$ cat config.mk
export PLATFORM = sky130hd
export DESIGN_NAME = sliding_window_sender
export DESIGN_NICKNAME = d
export VERILOG_FILES = /design/src/hdl/swsnd_pkg.sv /design/src/hdl/sliding_window_sender.sv /design/src/hdl/swsnd_slot_mem.sv /design/src/hdl/swsnd_run_buf.sv
export SDC_FILE = /design/constraint.sdc
export NUM_CORES = 2
export LEC_CHECK = 0
export ABC_AREA = 0
export BUFFER_PORTS_ARGS = -buffer_cell sky130_fd_sc_hd__buf_2
export CAP_MARGIN = 20
export CORE_ASPECT_RATIO = 1.5
export CORE_UTILIZATION = 51
export CTS_BUF_LIST = sky130_fd_sc_hd__clkbuf_4
export CTS_CLUSTER_DIAMETER = 40
export DETAILED_ROUTE_END_ITERATION = 8
export PLACE_DENSITY_LB_ADDON = 0.2
export SLEW_MARGIN = 20
export SYNTH_ARGS = -nofsm -noshare
export SYNTH_HDL_FRONTEND = slang
export SYNTH_HIERARCHICAL = 1
export SYNTH_SLANG_ARGS = --single-unit
$ cat constraint.sdc
create_clock -name clock -period 9.3 [get_ports clock]
set_clock_uncertainty 0.2 [all_clocks]
set_input_delay 0.93 -clock clock [delete_from_list [all_inputs] [get_ports clock]]
set_output_delay 0.93 -clock clock [all_outputs]
set_load 0.01 [all_outputs]
$ cat src/hdl/swsnd_pkg.sv
// types and codes of the sliding window sender
// depends on nothing
`timescale 1ns / 1ps
package swsnd_pkg;
   localparam logic [1:0] OP_FILL    = 2'd0;
   localparam logic [1:0] OP_PACKET  = 2'd1;
   localparam logic [1:0] OP_TIMEOUT = 2'd2;

   localparam logic [1:0] KIND_NEW    = 2'd0;
   localparam logic [1:0] KIND_RESEND = 2'd1;
   localparam logic [1:0] KIND_STATUS = 2'd2;

   localparam logic [7:0] ACK_KIND = 8'd2;

   localparam logic [1:0] CSR_MODE    = 2'd0;
   localparam logic [1:0] CSR_TOTAL   = 2'd1;
   localparam logic [1:0] CSR_WINDOW  = 2'd2;
   localparam logic [1:0] CSR_TIMEOUT = 2'd3;

   localparam logic [30:0] RESET_TOTAL   = 31'd100000;
   localparam logic [6:0]  RESET_WINDOW  = 7'd8;
   localparam logic [31:0] RESET_TIMEOUT = 32'd100000;
   localparam logic [47:0] RTT_MAX       = 48'hFFFF_FFFF_FFFF;

   typedef struct packed {
      logic        acked;
      logic [31:0] send_time;
   } slot_type;

   typedef enum logic [3:0] {
      ST_IDLE, ST_FILL, ST_ACK_RD, ST_ACK_EX, ST_SLIDE_RD, ST_SLIDE_EX,
      ST_CUM_RD, ST_CUM_EX, ST_DROP_RD, ST_DROP_EX, ST_HEAD_RD, ST_HEAD_EX,
      ST_RS_RD, ST_RS_EX, ST_EMIT_RD, ST_EMIT_LD
   } state_type;
endpackage

$ cat src/hdl/sliding_window_sender.sv
// top level of the sliding window sender: sequencer, counters, csrs
// depends on swsnd_pkg, swsnd_slot_mem, swsnd_run_buf
//
// usage
//   req_ channel: one request per operation (fill, packet received,
//   timeout check). req_stall is high while a request is in work.
//   rsp_ channel: one result per sent or resent packet, or one status
//   result; rsp_last_of_run marks the final result of a request. All
//   counters in a result show the state after the whole request.
//   csr_ channel: register writes; the user must make them while the block is idle (unchecked).
// sequencing
//   every slot visit is a memory read, then an update; a fill
//   writes one slot per cycle. After the work, each result is a
//   buffer read, then an output load. Slots visited and results
//   are each bounded by the window depth.
// reset
//   synchronous; clears sequence numbers, counters and handshakes,
//   loads register defaults. Slot memory is not cleared.
// stall
//   the output register holds while rsp_stall is high; a new request
//   is taken while the last result of the previous one still waits.
`timescale 1ns / 1ps
module sliding_window_sender #(
   parameter int WINDOW_DEPTH = 8
) (
   input  logic               clock,
   input  logic               reset,
   input  logic               req_valid,
   output logic               req_stall,
   input  logic [1:0]         req_operation,
   input  logic [31:0]        req_time_now,
   input  logic [7:0]         req_packet_kind,
   input  logic signed [31:0] req_echo_sequence,
   input  logic signed [31:0] req_ack_sequence,
   output logic               rsp_valid,
   input  logic               rsp_stall,
   output logic [1:0]         rsp_result_kind,
   output logic [30:0]        rsp_packet_sequence,
   output logic               rsp_last_of_run,
   output logic [30:0]        rsp_window_base,
   output logic [31:0]        rsp_sent_count,
   output logic [31:0]        rsp_acked_count,
   output logic [31:0]        rsp_resend_count,
   output logic [47:0]        rsp_rtt_total,
   output logic               rsp_finished,
   input  logic               csr_valid,
   output logic               csr_ready,
   input  logic [1:0]         csr_index,
   input  logic [31:0]        csr_data
);
   import swsnd_pkg::*;

   localparam int AW = (WINDOW_DEPTH > 1) ? $clog2(WINDOW_DEPTH) : 1;
   localparam int CW = $clog2(WINDOW_DEPTH + 1);
   localparam logic [AW-1:0] SLOT_LAST = AW'(WINDOW_DEPTH - 1);
   localparam logic [6:0] DEPTH7 = 7'(WINDOW_DEPTH);
   localparam logic [7:0] DEPTH8 = 8'(WINDOW_DEPTH);

   function automatic logic [AW-1:0] slot_inc(input logic [AW-1:0] s);
      return (s == SLOT_LAST) ? '0 : s + 1'b1;
   endfunction

   // configuration registers
   logic        mode_ff;
   logic [30:0] total_ff;
   logic [6:0]  limit_ff;
   logic [31:0] timeout_ff;

   // sender state
   state_type   state_ff, state_in;
   logic [30:0] base_ff, base_in, next_ff, next_in;
   logic [AW-1:0] base_slot_ff, base_slot_in, next_slot_ff, next_slot_in;
   logic [31:0] sent_ff, sent_in, acked_ff, acked_in, resend_ff, resend_in;
   logic [47:0] rtt_ff, rtt_in;

   // latched request and loop cursor
   logic [31:0] now_ff, now_in;
   logic [30:0] ack_ff, ack_in;
   logic [30:0] cur_ff, cur_in;
   logic [AW-1:0] cur_slot_ff, cur_slot_in;
   logic [1:0]  run_kind_ff, run_kind_in;
   logic [CW-1:0] count_ff, count_in, idx_ff, idx_in;

   // output register
   logic        out_valid_ff, out_valid_in;
   logic [1:0]  out_kind_ff, out_kind_in;
   logic [30:0] out_seq_ff, out_seq_in;
   logic        out_last_ff, out_last_in;
   logic [30:0] out_base_ff, out_base_in;
   logic [31:0] out_sent_ff, out_sent_in, out_acked_ff, out_acked_in;
   logic [31:0] out_resend_ff, out_resend_in;
   logic [47:0] out_rtt_ff, out_rtt_in;
   logic        out_fin_ff, out_fin_in;

   // memories
   logic     slot_we;
   slot_type slot_wdata, slot_rdata;
   logic     buf_we;
   logic [30:0] buf_wdata, buf_rdata;

   swsnd_slot_mem #(.DEPTH(WINDOW_DEPTH), .AW(AW)) u_slots (
      .clock(clock), .wr_en(slot_we), .wr_addr(cur_slot_ff),
      .wr_data(slot_wdata), .rd_addr(cur_slot_ff), .rd_data(slot_rdata)
   );

   swsnd_run_buf #(.DEPTH(WINDOW_DEPTH), .AW(AW)) u_run (
      .clock(clock), .wr_en(buf_we), .wr_addr(count_ff[AW-1:0]),
      .wr_data(buf_wdata), .rd_addr(idx_ff[AW-1:0]), .rd_data(buf_rdata)
   );

   // request decode helpers
   logic [31:0] echo_u, ackn_u;
   logic [6:0]  win, echo_off;
   logic [7:0]  echo_slot_sum;
   logic [AW-1:0] echo_slot;
   logic        echo_ok, ackn_ok;
   logic [31:0] age;
   logic [48:0] rtt_sum;
   logic [47:0] rtt_sat;
   logic        out_free;

   assign echo_u = req_echo_sequence;
   assign ackn_u = req_ack_sequence;
   assign win = (limit_ff < DEPTH7) ? limit_ff : DEPTH7;
   assign echo_ok = (echo_u < {1'b0, total_ff}) && (echo_u >= {1'b0, base_ff})
                    && (echo_u < {1'b0, next_ff});
   assign ackn_ok = (req_packet_kind == ACK_KIND) && (ackn_u >= {1'b0, base_ff})
                    && (ackn_u < {1'b0, total_ff}) && (ackn_u < {1'b0, next_ff});
   // slot of an outstanding echo: base slot plus offset from base, wrapped
   assign echo_off = echo_u[6:0] - base_ff[6:0];
   always_comb begin
      echo_slot_sum = 8'(base_slot_ff) + {1'b0, echo_off};
      if (echo_slot_sum >= DEPTH8) begin
         echo_slot_sum = echo_slot_sum - DEPTH8;
      end
   end
   assign echo_slot = echo_slot_sum[AW-1:0];

   assign age = now_ff - slot_rdata.send_time;
   assign rtt_sum = {1'b0, rtt_ff} + {17'd0, age};
   assign rtt_sat = rtt_sum[48] ? RTT_MAX : rtt_sum[47:0];
   assign out_free = !out_valid_ff || !rsp_stall;

   assign req_stall = (state_ff != ST_IDLE);
   assign csr_ready = 1'b1;

   always_comb begin
      state_in = state_ff;
      base_in = base_ff;           base_slot_in = base_slot_ff;
      next_in = next_ff;           next_slot_in = next_slot_ff;
      sent_in = sent_ff;           acked_in = acked_ff;
      resend_in = resend_ff;       rtt_in = rtt_ff;
      now_in = now_ff;             ack_in = ack_ff;
      cur_in = cur_ff;             cur_slot_in = cur_slot_ff;
      run_kind_in = run_kind_ff;   count_in = count_ff;
      idx_in = idx_ff;
      out_valid_in = out_valid_ff && rsp_stall;
      out_kind_in = out_kind_ff;   out_seq_in = out_seq_ff;
      out_last_in = out_last_ff;   out_base_in = out_base_ff;
      out_sent_in = out_sent_ff;   out_acked_in = out_acked_ff;
      out_resend_in = out_resend_ff; out_rtt_in = out_rtt_ff;
      out_fin_in = out_fin_ff;
      slot_we = 1'b0;
      slot_wdata = slot_rdata;
      buf_we = 1'b0;
      buf_wdata = cur_ff;

      unique case (state_ff)
         ST_IDLE: begin
            if (req_valid) begin
               now_in = req_time_now;
               ack_in = ackn_u[30:0];
               count_in = '0;
               idx_in = '0;
               cur_in = base_ff;
               cur_slot_in = base_slot_ff;
               run_kind_in = KIND_NEW;
               state_in = ST_EMIT_RD;
               unique case (req_operation)
                  OP_FILL: begin
                     cur_slot_in = next_slot_ff;
                     state_in = ST_FILL;
                  end
                  OP_PACKET: begin
                     if (!mode_ff) begin
                        if (echo_ok) begin
                           cur_in = echo_u[30:0];
                           cur_slot_in = echo_slot;
                           state_in = ST_ACK_RD;
                        end
                     end else if (ackn_ok) begin
                        state_in = ST_CUM_RD;
                     end
                  end
                  OP_TIMEOUT: begin
                     run_kind_in = KIND_RESEND;
                     if (!mode_ff) begin
                        state_in = ST_DROP_RD;
                     end else if (base_ff < next_ff) begin
                        state_in = ST_HEAD_RD;
                     end
                  end
                  default: state_in = ST_EMIT_RD;
               endcase
            end
         end
         ST_FILL: begin
            // one new packet per cycle while window and total allow
            if ((next_ff < total_ff) &&
                ({1'b0, next_ff} < {1'b0, base_ff} + {25'd0, win})) begin
               slot_we = 1'b1;
               slot_wdata.acked = 1'b0;
               slot_wdata.send_time = now_ff;
               buf_we = 1'b1;
               buf_wdata = next_ff;
               count_in = count_ff + 1'b1;
               sent_in = sent_ff + 1'b1;
               next_in = next_ff + 1'b1;
               next_slot_in = slot_inc(next_slot_ff);
               cur_slot_in = slot_inc(cur_slot_ff);
            end else begin
               state_in = ST_EMIT_RD;
            end
         end
         ST_ACK_RD: state_in = ST_ACK_EX;
         ST_ACK_EX: begin
            if (!slot_rdata.acked) begin
               slot_we = 1'b1;
               slot_wdata.acked = 1'b1;
               acked_in = acked_ff + 1'b1;
               rtt_in = rtt_sat;
               // point the slot read at the base before the slide walk
               cur_slot_in = base_slot_ff;
               state_in = ST_SLIDE_RD;
            end else begin
               state_in = ST_EMIT_RD;
            end
         end
         ST_SLIDE_RD: begin
            cur_slot_in = base_slot_ff;
            state_in = ST_EMIT_RD;
            if ((base_ff < total_ff) && (base_ff < next_ff)) begin
               state_in = ST_SLIDE_EX;
            end
         end
         ST_SLIDE_EX: begin
            if (slot_rdata.acked) begin
               base_in = base_ff + 1'b1;
               base_slot_in = slot_inc(base_slot_ff);
               cur_slot_in = slot_inc(base_slot_ff);
               state_in = ST_SLIDE_RD;
            end else begin
               state_in = ST_EMIT_RD;
            end
         end
         ST_CUM_RD: state_in = ST_CUM_EX;
         ST_CUM_EX: begin
            if (!slot_rdata.acked) begin
               slot_we = 1'b1;
               slot_wdata.acked = 1'b1;
               acked_in = acked_ff + 1'b1;
               rtt_in = rtt_sat;
            end
            if (cur_ff == ack_ff) begin
               base_in = ack_ff + 1'b1;
               base_slot_in = slot_inc(cur_slot_ff);
               state_in = ST_EMIT_RD;
            end else begin
               cur_in = cur_ff + 1'b1;
               cur_slot_in = slot_inc(cur_slot_ff);
               state_in = ST_CUM_RD;
            end
         end
         ST_DROP_RD: begin
            state_in = ST_EMIT_RD;
            if ((base_ff < total_ff) && (base_ff < next_ff)) begin
               state_in = ST_DROP_EX;
            end
         end
         ST_DROP_EX: begin
            // unacked head that is not yet old stops the drop walk
            if (!slot_rdata.acked && (age < timeout_ff)) begin
               state_in = ST_EMIT_RD;
            end else begin
               if (!slot_rdata.acked) begin
                  slot_we = 1'b1;
                  slot_wdata.acked = 1'b1;
               end
               base_in = base_ff + 1'b1;
               base_slot_in = slot_inc(base_slot_ff);
               cur_slot_in = slot_inc(cur_slot_ff);
               state_in = ST_DROP_RD;
            end
         end
         ST_HEAD_RD: state_in = ST_HEAD_EX;
         ST_HEAD_EX: begin
            state_in = ST_EMIT_RD;
            if (!slot_rdata.acked && (age >= timeout_ff)) begin
               state_in = ST_RS_RD;
            end
         end
         ST_RS_RD: begin
            state_in = (cur_ff < next_ff) ? ST_RS_EX : ST_EMIT_RD;
         end
         ST_RS_EX: begin
            if (!slot_rdata.acked) begin
               slot_we = 1'b1;
               slot_wdata.send_time = now_ff;
               buf_we = 1'b1;
               count_in = count_ff + 1'b1;
               resend_in = resend_ff + 1'b1;
            end
            cur_in = cur_ff + 1'b1;
            cur_slot_in = slot_inc(cur_slot_ff);
            state_in = ST_RS_RD;
         end
         ST_EMIT_RD: state_in = ST_EMIT_LD;
         ST_EMIT_LD: begin
            if (out_free) begin
               out_valid_in = 1'b1;
               out_base_in = base_ff;
               out_sent_in = sent_ff;
               out_acked_in = acked_ff;
               out_resend_in = resend_ff;
               out_rtt_in = rtt_ff;
               out_fin_in = (base_ff >= total_ff);
               if (count_ff == '0) begin
                  out_kind_in = KIND_STATUS;
                  out_seq_in = '0;
                  out_last_in = 1'b1;
                  state_in = ST_IDLE;
               end else begin
                  out_kind_in = run_kind_ff;
                  out_seq_in = buf_rdata;
                  out_last_in = (idx_ff + 1'b1 == count_ff);
                  idx_in = idx_ff + 1'b1;
                  state_in = (idx_ff + 1'b1 == count_ff) ? ST_IDLE : ST_EMIT_RD;
               end
            end
         end
         default: state_in = ST_IDLE;
      endcase
   end

   always_ff @(posedge clock) begin
      if (reset) begin
         state_ff <= ST_IDLE;
         base_ff <= '0;      base_slot_ff <= '0;
         next_ff <= '0;      next_slot_ff <= '0;
         sent_ff <= '0;      acked_ff <= '0;
         resend_ff <= '0;    rtt_ff <= '0;
         out_valid_ff <= 1'b0;
         mode_ff <= 1'b0;
         total_ff <= RESET_TOTAL;
         limit_ff <= RESET_WINDOW;
         timeout_ff <= RESET_TIMEOUT;
      end else begin
         state_ff <= state_in;
         base_ff <= base_in;    base_slot_ff <= base_slot_in;
         next_ff <= next_in;    next_slot_ff <= next_slot_in;
         sent_ff <= sent_in;    acked_ff <= acked_in;
         resend_ff <= resend_in; rtt_ff <= rtt_in;
         out_valid_ff <= out_valid_in;
         if (csr_valid) begin
            unique case (csr_index)
               CSR_MODE:    mode_ff <= csr_data[0];
               CSR_TOTAL:   total_ff <= csr_data[30:0];
               CSR_WINDOW:  limit_ff <= csr_data[6:0];
               CSR_TIMEOUT: timeout_ff <= csr_data;
               default:     mode_ff <= mode_ff;
            endcase
         end
      end
   end

   // payload registers, no reset
   always_ff @(posedge clock) begin
      now_ff <= now_in;        ack_ff <= ack_in;
      cur_ff <= cur_in;        cur_slot_ff <= cur_slot_in;
      run_kind_ff <= run_kind_in;
      count_ff <= count_in;    idx_ff <= idx_in;
      out_kind_ff <= out_kind_in;   out_seq_ff <= out_seq_in;
      out_last_ff <= out_last_in;   out_base_ff <= out_base_in;
      out_sent_ff <= out_sent_in;   out_acked_ff <= out_acked_in;
      out_resend_ff <= out_resend_in; out_rtt_ff <= out_rtt_in;
      out_fin_ff <= out_fin_in;
   end

   assign rsp_valid = out_valid_ff;
   assign rsp_result_kind = out_kind_ff;
   assign rsp_packet_sequence = out_seq_ff;
   assign rsp_last_of_run = out_last_ff;
   assign rsp_window_base = out_base_ff;
   assign rsp_sent_count = out_sent_ff;
   assign rsp_acked_count = out_acked_ff;
   assign rsp_resend_count = out_resend_ff;
   assign rsp_rtt_total = out_rtt_ff;
   assign rsp_finished = out_fin_ff;
endmodule

$ cat src/hdl/swsnd_slot_mem.sv
// window slot memory: acked bit and send time, registered read
// depends on swsnd_pkg
`timescale 1ns / 1ps
module swsnd_slot_mem #(
   parameter int DEPTH = 8,
   parameter int AW = 3
) (
   input  logic                clock,
   input  logic                wr_en,
   input  logic [AW-1:0]       wr_addr,
   input  swsnd_pkg::slot_type wr_data,
   input  logic [AW-1:0]       rd_addr,
   output swsnd_pkg::slot_type rd_data
);
   import swsnd_pkg::*;
   slot_type mem [DEPTH];
   always_ff @(posedge clock) begin
      if (wr_en) begin
         mem[wr_addr] <= wr_data;
      end
      rd_data <= mem[rd_addr];
   end
endmodule

$ cat src/hdl/swsnd_run_buf.sv
// buffer of sequence numbers sent by one request, registered read
// depends on nothing
`timescale 1ns / 1ps
module swsnd_run_buf #(
   parameter int DEPTH = 8,
   parameter int AW = 3
) (
   input  logic          clock,
   input  logic          wr_en,
   input  logic [AW-1:0] wr_addr,
   input  logic [30:0]   wr_data,
   input  logic [AW-1:0] rd_addr,
   output logic [30:0]   rd_data
);
   logic [30:0] mem [DEPTH];
   always_ff @(posedge clock) begin
      if (wr_en) begin
         mem[wr_addr] <= wr_data;
      end
      rd_data <= mem[rd_addr];
   end
endmodule

Word-level counts from Yosys, hierarchy flattened. Memories as Yosys holds them, arrays and structs flattened. A register that Yosys moved wholly into a read port is not among the register bits. Index checks and enable logic that the tools add are counted.

Flip-flop bits (word level): 605. Bits in writable memories: 512. Input port bits: 145. Output and inout bits: 213. Word-level logic and storage cells: 220. Memories kept: 2.

Memories: u_slots.mem (depth 8, width 33, rd ports 1, clocked after Yosys merged registers in 1, wr ports 1, RTL line swsnd_slot_mem.sv:16) `slot_type mem [DEPTH];`; u_run.mem (depth 8, width 31, rd ports 1, clocked after Yosys merged registers in 1, wr ports 1, RTL line swsnd_run_buf.sv:15) `logic [30:0] mem [DEPTH];`.

Add/sub/neg operators: 18. Magnitude comparators: 16. Equality and inequality tests: 37. Mux-type cells: 75. Bitwise operators: 1. Reduce and logical (&&, ||, !) cells: 41.

Operator list (count): two-way mux 31 bit (10); case mux 31 bit (3 select lines) (2); < comparator 32 x 31 -> 1 bit (4); adder 31 x 1 -> 31 bit, second input constant (4); < comparator 31 bit (4); adder 32 x 1 -> 32 bit, second input constant (3); two-way mux 4 bit (17); >= comparator 32 x 31 -> 1 bit (2); case mux 32 bit (2 select lines) (1); case mux 4 bit (16 select lines) (1); two-way mux 3 bit (18); adder 48 x 32 -> 49 bit (1); two-way mux 48 bit (1); two-way mux 33 bit (1); adder 31 x 7 -> 32 bit (1); equality test 4 bit, second input constant (8); >= comparator 32 bit (1); < comparator 31 x 32 -> 1 bit (1); < comparator 32 bit (1); two-way mux 32 bit (1); subtractor 32 bit (1); equality test 31 bit (1); >= comparator 31 bit (1); case mux 3 bit (8 select lines) (1); other kinds (42) (102).

Longest topological paths before layout.
Word-level depth: 9. Gate-level depth with buffers: 28.

Hierarchy. The synthesis kept the hierarchy.

Modules (own cells, without submodules): sliding_window_sender (times used 1, cells each 3955, area each 37796.2 um^2, seq. area each 15254.6 um^2); swsnd_slot_mem (times used 1, cells each 427, area each 10640.2 um^2, seq. area each 8588.2 um^2); swsnd_run_buf (times used 1, cells each 402, area each 10221.1 um^2, seq. area each 8067.7 um^2).

Least setup slack after synthesis. OpenSTA, ideal clock, no wires.

Path type: reg-to-reg. Start: register limit_ff[6]. End: memory u_slots/mem[0][0] (netlist name), enable pin. Arrival time: 7.248 ns. Data required time: 8.636 ns. Slack: 1.388 ns. Stages on the path, launching flop included: 29. Clock period less this slack: 7.912 ns. Cell sequence: dfxtp_1 -> nor4_1 -> and2_1 -> ha_1 -> inv_1 -> fa_1 -> nor2b_1 -> o21ai_0 -> a21oi_1 -> o21a_1 -> o21ai_0 -> a211oi_1 -> nand2_1 -> nor2_1 -> nand2_1 -> xnor2_1 -> ha_1 -> a21oi_1 -> nor2b_1 -> o21ai_0 -> nand2b_1 -> nor4_1 -> o41ai_2 -> a21oi_2 -> buf_2 -> buf_2 -> a31o_2 -> nand2b_1 -> nor3_1.

Word-level cells in the longest chain between the ends: 9.

Ends and longest elaborated chain: from (decl) (RTL line sliding_window_sender.sv:66) `logic [6:0] limit_ff;`; from (signal assigned) (RTL line sliding_window_sender.sv:368) `CSR_WINDOW: limit_ff <= csr_data[6:0];`; < comparator 7 x 4 -> 1 bit (RTL line sliding_window_sender.sv:124) `assign win = (limit_ff < DEPTH7) ? limit_ff : DEPTH7;`; two-way mux 7 bit * (RTL line sliding_window_sender.sv:124); adder 31 x 7 -> 32 bit * (RTL line sliding_window_sender.sv:210) `({1'b0, next_ff} < {1'b0, base_ff} + {25'd0, win})) begin`; < comparator 31 x 32 -> 1 bit * (RTL line sliding_window_sender.sv:210); logical AND 1 bit * (RTL line sliding_window_sender.sv:209) `if ((next_ff < total_ff) &&`; two-way mux 1 bit * (RTL line sliding_window_sender.sv:209); case mux 1 bit (3 select lines) * (RTL line sliding_window_sender.sv:168) `unique case (state_ff)`; via slot_we (RTL line sliding_window_sender.sv:96) `logic slot_we;`; two-way mux 1 bit * (RTL line swsnd_slot_mem.sv:18) `if (wr_en) begin`; two-way mux 1 bit (implied by the code) * (RTL line swsnd_slot_mem.sv:19) `mem[wr_addr] <= wr_data;`; to (decl) (RTL line swsnd_slot_mem.sv:16).

Mark *: on every way through the listed nets, which the timed path passes. The rest lies on a longest branch.

Worst setup path in the final report.
Start: register limit_ff[6]. End: memory u_run.mem[12][25] (netlist: u_run/mem[6][25]), enable pin.

Word-level cells in the longest chain between the ends: 9.

Ends and longest elaborated chain: < comparator 7 x 4 -> 1 bit (RTL line sliding_window_sender.sv:124); two-way mux 7 bit * (RTL line sliding_window_sender.sv:124); adder 31 x 7 -> 32 bit * (RTL line sliding_window_sender.sv:210); < comparator 31 x 32 -> 1 bit * (RTL line sliding_window_sender.sv:210); logical AND 1 bit * (RTL line sliding_window_sender.sv:209); two-way mux 1 bit * (RTL line sliding_window_sender.sv:209); case mux 1 bit (2 select lines) * (RTL line sliding_window_sender.sv:168); two-way mux 1 bit * (RTL line swsnd_run_buf.sv:17) `if (wr_en) begin`; two-way mux 1 bit (implied by the code) * (RTL line swsnd_run_buf.sv:18) `mem[wr_addr] <= wr_data;`; to (decl) (RTL line swsnd_run_buf.sv:15).

Every way passes the cells marked *; elsewhere a longest branch is shown, timed or not.

==> summary.txt <==
Setup path
  – Highest cell delay on the worst timing path: just over 0.7 ns
  – Critical Path Most Common Cell: a21oi_1
  – Slowest cell on crit path: nor2_4
  – CP Max Fanout: 21
  – Crit path DAT: between 8 and 9 ns
  – Worst EP required: roughly 10 ns
  – Crit path capture type: register
  – Crit path kind: register to register
  – Startpoint Class: register

Timing
  – Crit share post-route: a little over four fifths
  – Final setup vio count: 0
  – Setup_tns: 0 ns
  – Fin. Hold Viols: 0
  – Fmax: between 100 and 150 MHz
  – Final critical-path required period: 7.83 ns
  – RSZ-0062 raised after global routing: false
  – Hold Slack: about 0.16 ns
  – Relative slew margins: roughly a fifth
  – Max-slew violation count: 0
  – Worst Tran Pin Value: about 1.2 ns

Detailed routing
  – Via Count: around 42000
  – DR pass1 iterations: 8
  – DR iter-0 viols: approximately 3200
  – DRT antenna net count: 0
  – DRC viols: 0
  – Via/cell ratio: 5.82
  – Mean routed wirelength per cell: 23.6 um
  – Detailed Route WL: 171000 um

Clocking
  – CTS Sinks: roughly 1200
  – Clk root buf: clkbuf_4
  – TritonCTS Buffers: 301
  – Clk pin slew, worst setup/hold paths: 0.08 ns
  – Post CTS Setup Buffer Count: 0
  – CTS tree: yes
  – Worst skew pair latency: between 1 and 1.5 ns
  – Clk buf depth: 4
  – Htree depth: 5

Power
  – Clk network pwr share: 25.8%
  – Lkg Pwr: ~26 nW
  – Switching Fraction: a little over a third
  – Worst VDD drop: ~0.16 mV
  – Seq pwr share: roughly 40%
  – Total power: 17.3 mW
  – Psw: between 6 and 7 mW
  – Combinational power share: between 30 and 40%
  – Power per Cell Area: approximately 260 nW/um2
  – Internal power: between 10 and 15 mW

Synthesis
  – Post-synth top area cell: edfxtp_1
  – Syn avg cell area: 12.3 um2
  – Post-synth top area share: between 40% and 50%
  – Synth warnings: 6
  – Sequential fraction of the synthesis area: 54.4%
  – Mapped Cells: 4784
  – Most frequent cell after synthesis: edfxtp_1
  – Post-Synth Simple-Gate Area: a little over a tenth
  – Post-Synth Adder-Cell Area: around a tenth
  – Syn Std Cell Area: just under 60000 um2
  – Compound-Gate Fraction of Synth Area: roughly a tenth
  – Synth area leaders: edfxtp_1, dfxtp_1, ha_1
  – Post-synth ARST share: 0%
  – Post-synthesis xor/xnor area fraction: under 10%
  – Yosys reg bits: 1180
  – Largest family of logic cells by synthesized area: simple AND/OR/NAND/NOR gates
  – Top_reg_cell synth: edfxtp_1
  – Mux cell area share after synthesis: approximately 8.7%
  – Commonest cells post-synth: edfxtp_1, ha_1, nand2_1, dfxtp_1, nor2_1
  – Post-synth EDFFs: 828
  – Post-synth cell types: 90

Floorplan
  – Rows: 152
  – Starting Density: around 50%
  – I/O pin count: between 300 and 400
  – Core Region: about 110000 um2
  – Die width: 279 um
  – Die area: 116000 um2
  – Die H: ~420 um

Outcome
  – Status: finished clean

GRT
  – Overflow after GRT: 0
  – Vias in the first global route: around 42000
  – Gr usage total: between 20 and 30%
  – Largest net degree at the start of global routing: around 110
  – First-pass GRT wire length: between 200000 and 300000 um
  – Initial antenna violation count: 16

Placement
  – Post-DP HPWL: around 120000 um
  – # port buffers: 356
  – RD Place Congestion: 0.996

Flow run
  – Max cap viols: 0

Finish
  – Core Util, Final: 59.0%
  – # nets final: 6063
  – Layout area overhead: 15.0%
  – Ratio of cells with drive above 1 in the final layout: 19.9%

Min path
  – HP Class: input pin to register
==> cells by family after synthesis <==
kind of cell    Yosys count
other cells               2
fa+ha+maj               456
xor+xnor                263
simple gates           1294
flops                  1180
mux                     308
compound gates          880
buf+inv                 401
==> worst max-delay path: cells and delay by family, from the launching register on <==
family,cells,cell delay [ns]
xor gates and xnor gates,1,0.14
DFF,1,0.31
buffers and inverters,2,0.41
and+or+nand+nor,12,3.35
AOI/OAI and AO/OA,10,2.22
adders and majority gates,3,0.84
==> registers in the layout, indices dropped and copies added (netlist names), 32 cells and up <==
name	count
acked_ff	32
now_ff	32
resend_ff	32
rsp_acked_count	32
rsp_resend_count	32
rsp_rtt_total	48
rsp_sent_count	32
rtt_ff	48
sent_ff	32
timeout_ff	32
u_run/mem	248
u_slots/mem	264
u_slots/rd_data	33
==> cell usage in the layout (no fill, tap or decap), types with 132 or more instances in the layout <==
cell type,instances
edfxtp_1,828
dlygate4sd3_1,145
inv_1,208
a21o_1,147
xor2_1,132
buf_2,355
a21oi_1,267
dfxtp_1,352
clkbuf_4,433
o21ai_0,153
nor2_1,310
ha_1,451
nand2_1,387
==> per-layer routing <==
layer  GRT usage, %  wire, um
met1           32.7     62700
met5              0       116
met4           18.8     11300
met2           51.2     86300
met3           5.43     10600
==> stage by stage <==
step	cell area, um2	instances	setup slack, ns
2_1_floorplan	58700	4786	1.39
3_3_place_gp	62200	6554	1.68
3_5_place_dp	62200	6554	1.58
4_1_cts	67400	7223	1.54
5_1_grt	67500	7230	1.01
6_report	67500	7236	1.47
==> power groups by stage <==
stage	clock (mW)	combinational, mW	sequential [mW]
6_report	4.46	5.83	6.99
5_1_grt	4.82	6.36	7.03
4_1_cts	4.56	5.79	6.98
3_5_place_dp	0	5.70	7.09
3_3_place_gp	0	5.60	7.08
2_1_floorplan	0	4.20	6.83
==> what timing repair did <==
item / in CTS / in global routing
endpoints found under the setup margin: 0 / 0
resized for setup: 0 / 0
hold buffers: 145 / 0
endpoints found under the hold margin: 204 / 0
==> worst paths after layout <==
check | startpoint | to | slack (ns) | cells past startpoint
worst min register to register | rtt_ff[44] | rsp_rtt_total[44] | 0.25 | 0
worst max register to register | limit_ff[6] | u_run/mem[6][25] | 1.47 | 28
worst max-delay path | limit_ff[6] | u_run/mem[6][25] | 1.47 | 28
worst min-delay path | req_time_now[26] | now_ff[26] | 0.16 | 2
==> cell type report <==
cell class | count | area (um2)
clock inverter | 91 | 558
antenna | 13 | 32.5
fill | 9375 | 46800
clock buffer | 433 | 3250
timing repair buffer | 561 | 3700
tap | 1540 | 1930
sequential | 1180 | 31900
inverter | 213 | 807
multi-input combinational | 3205 | 25300
Power figures use the tool's default switching activity.
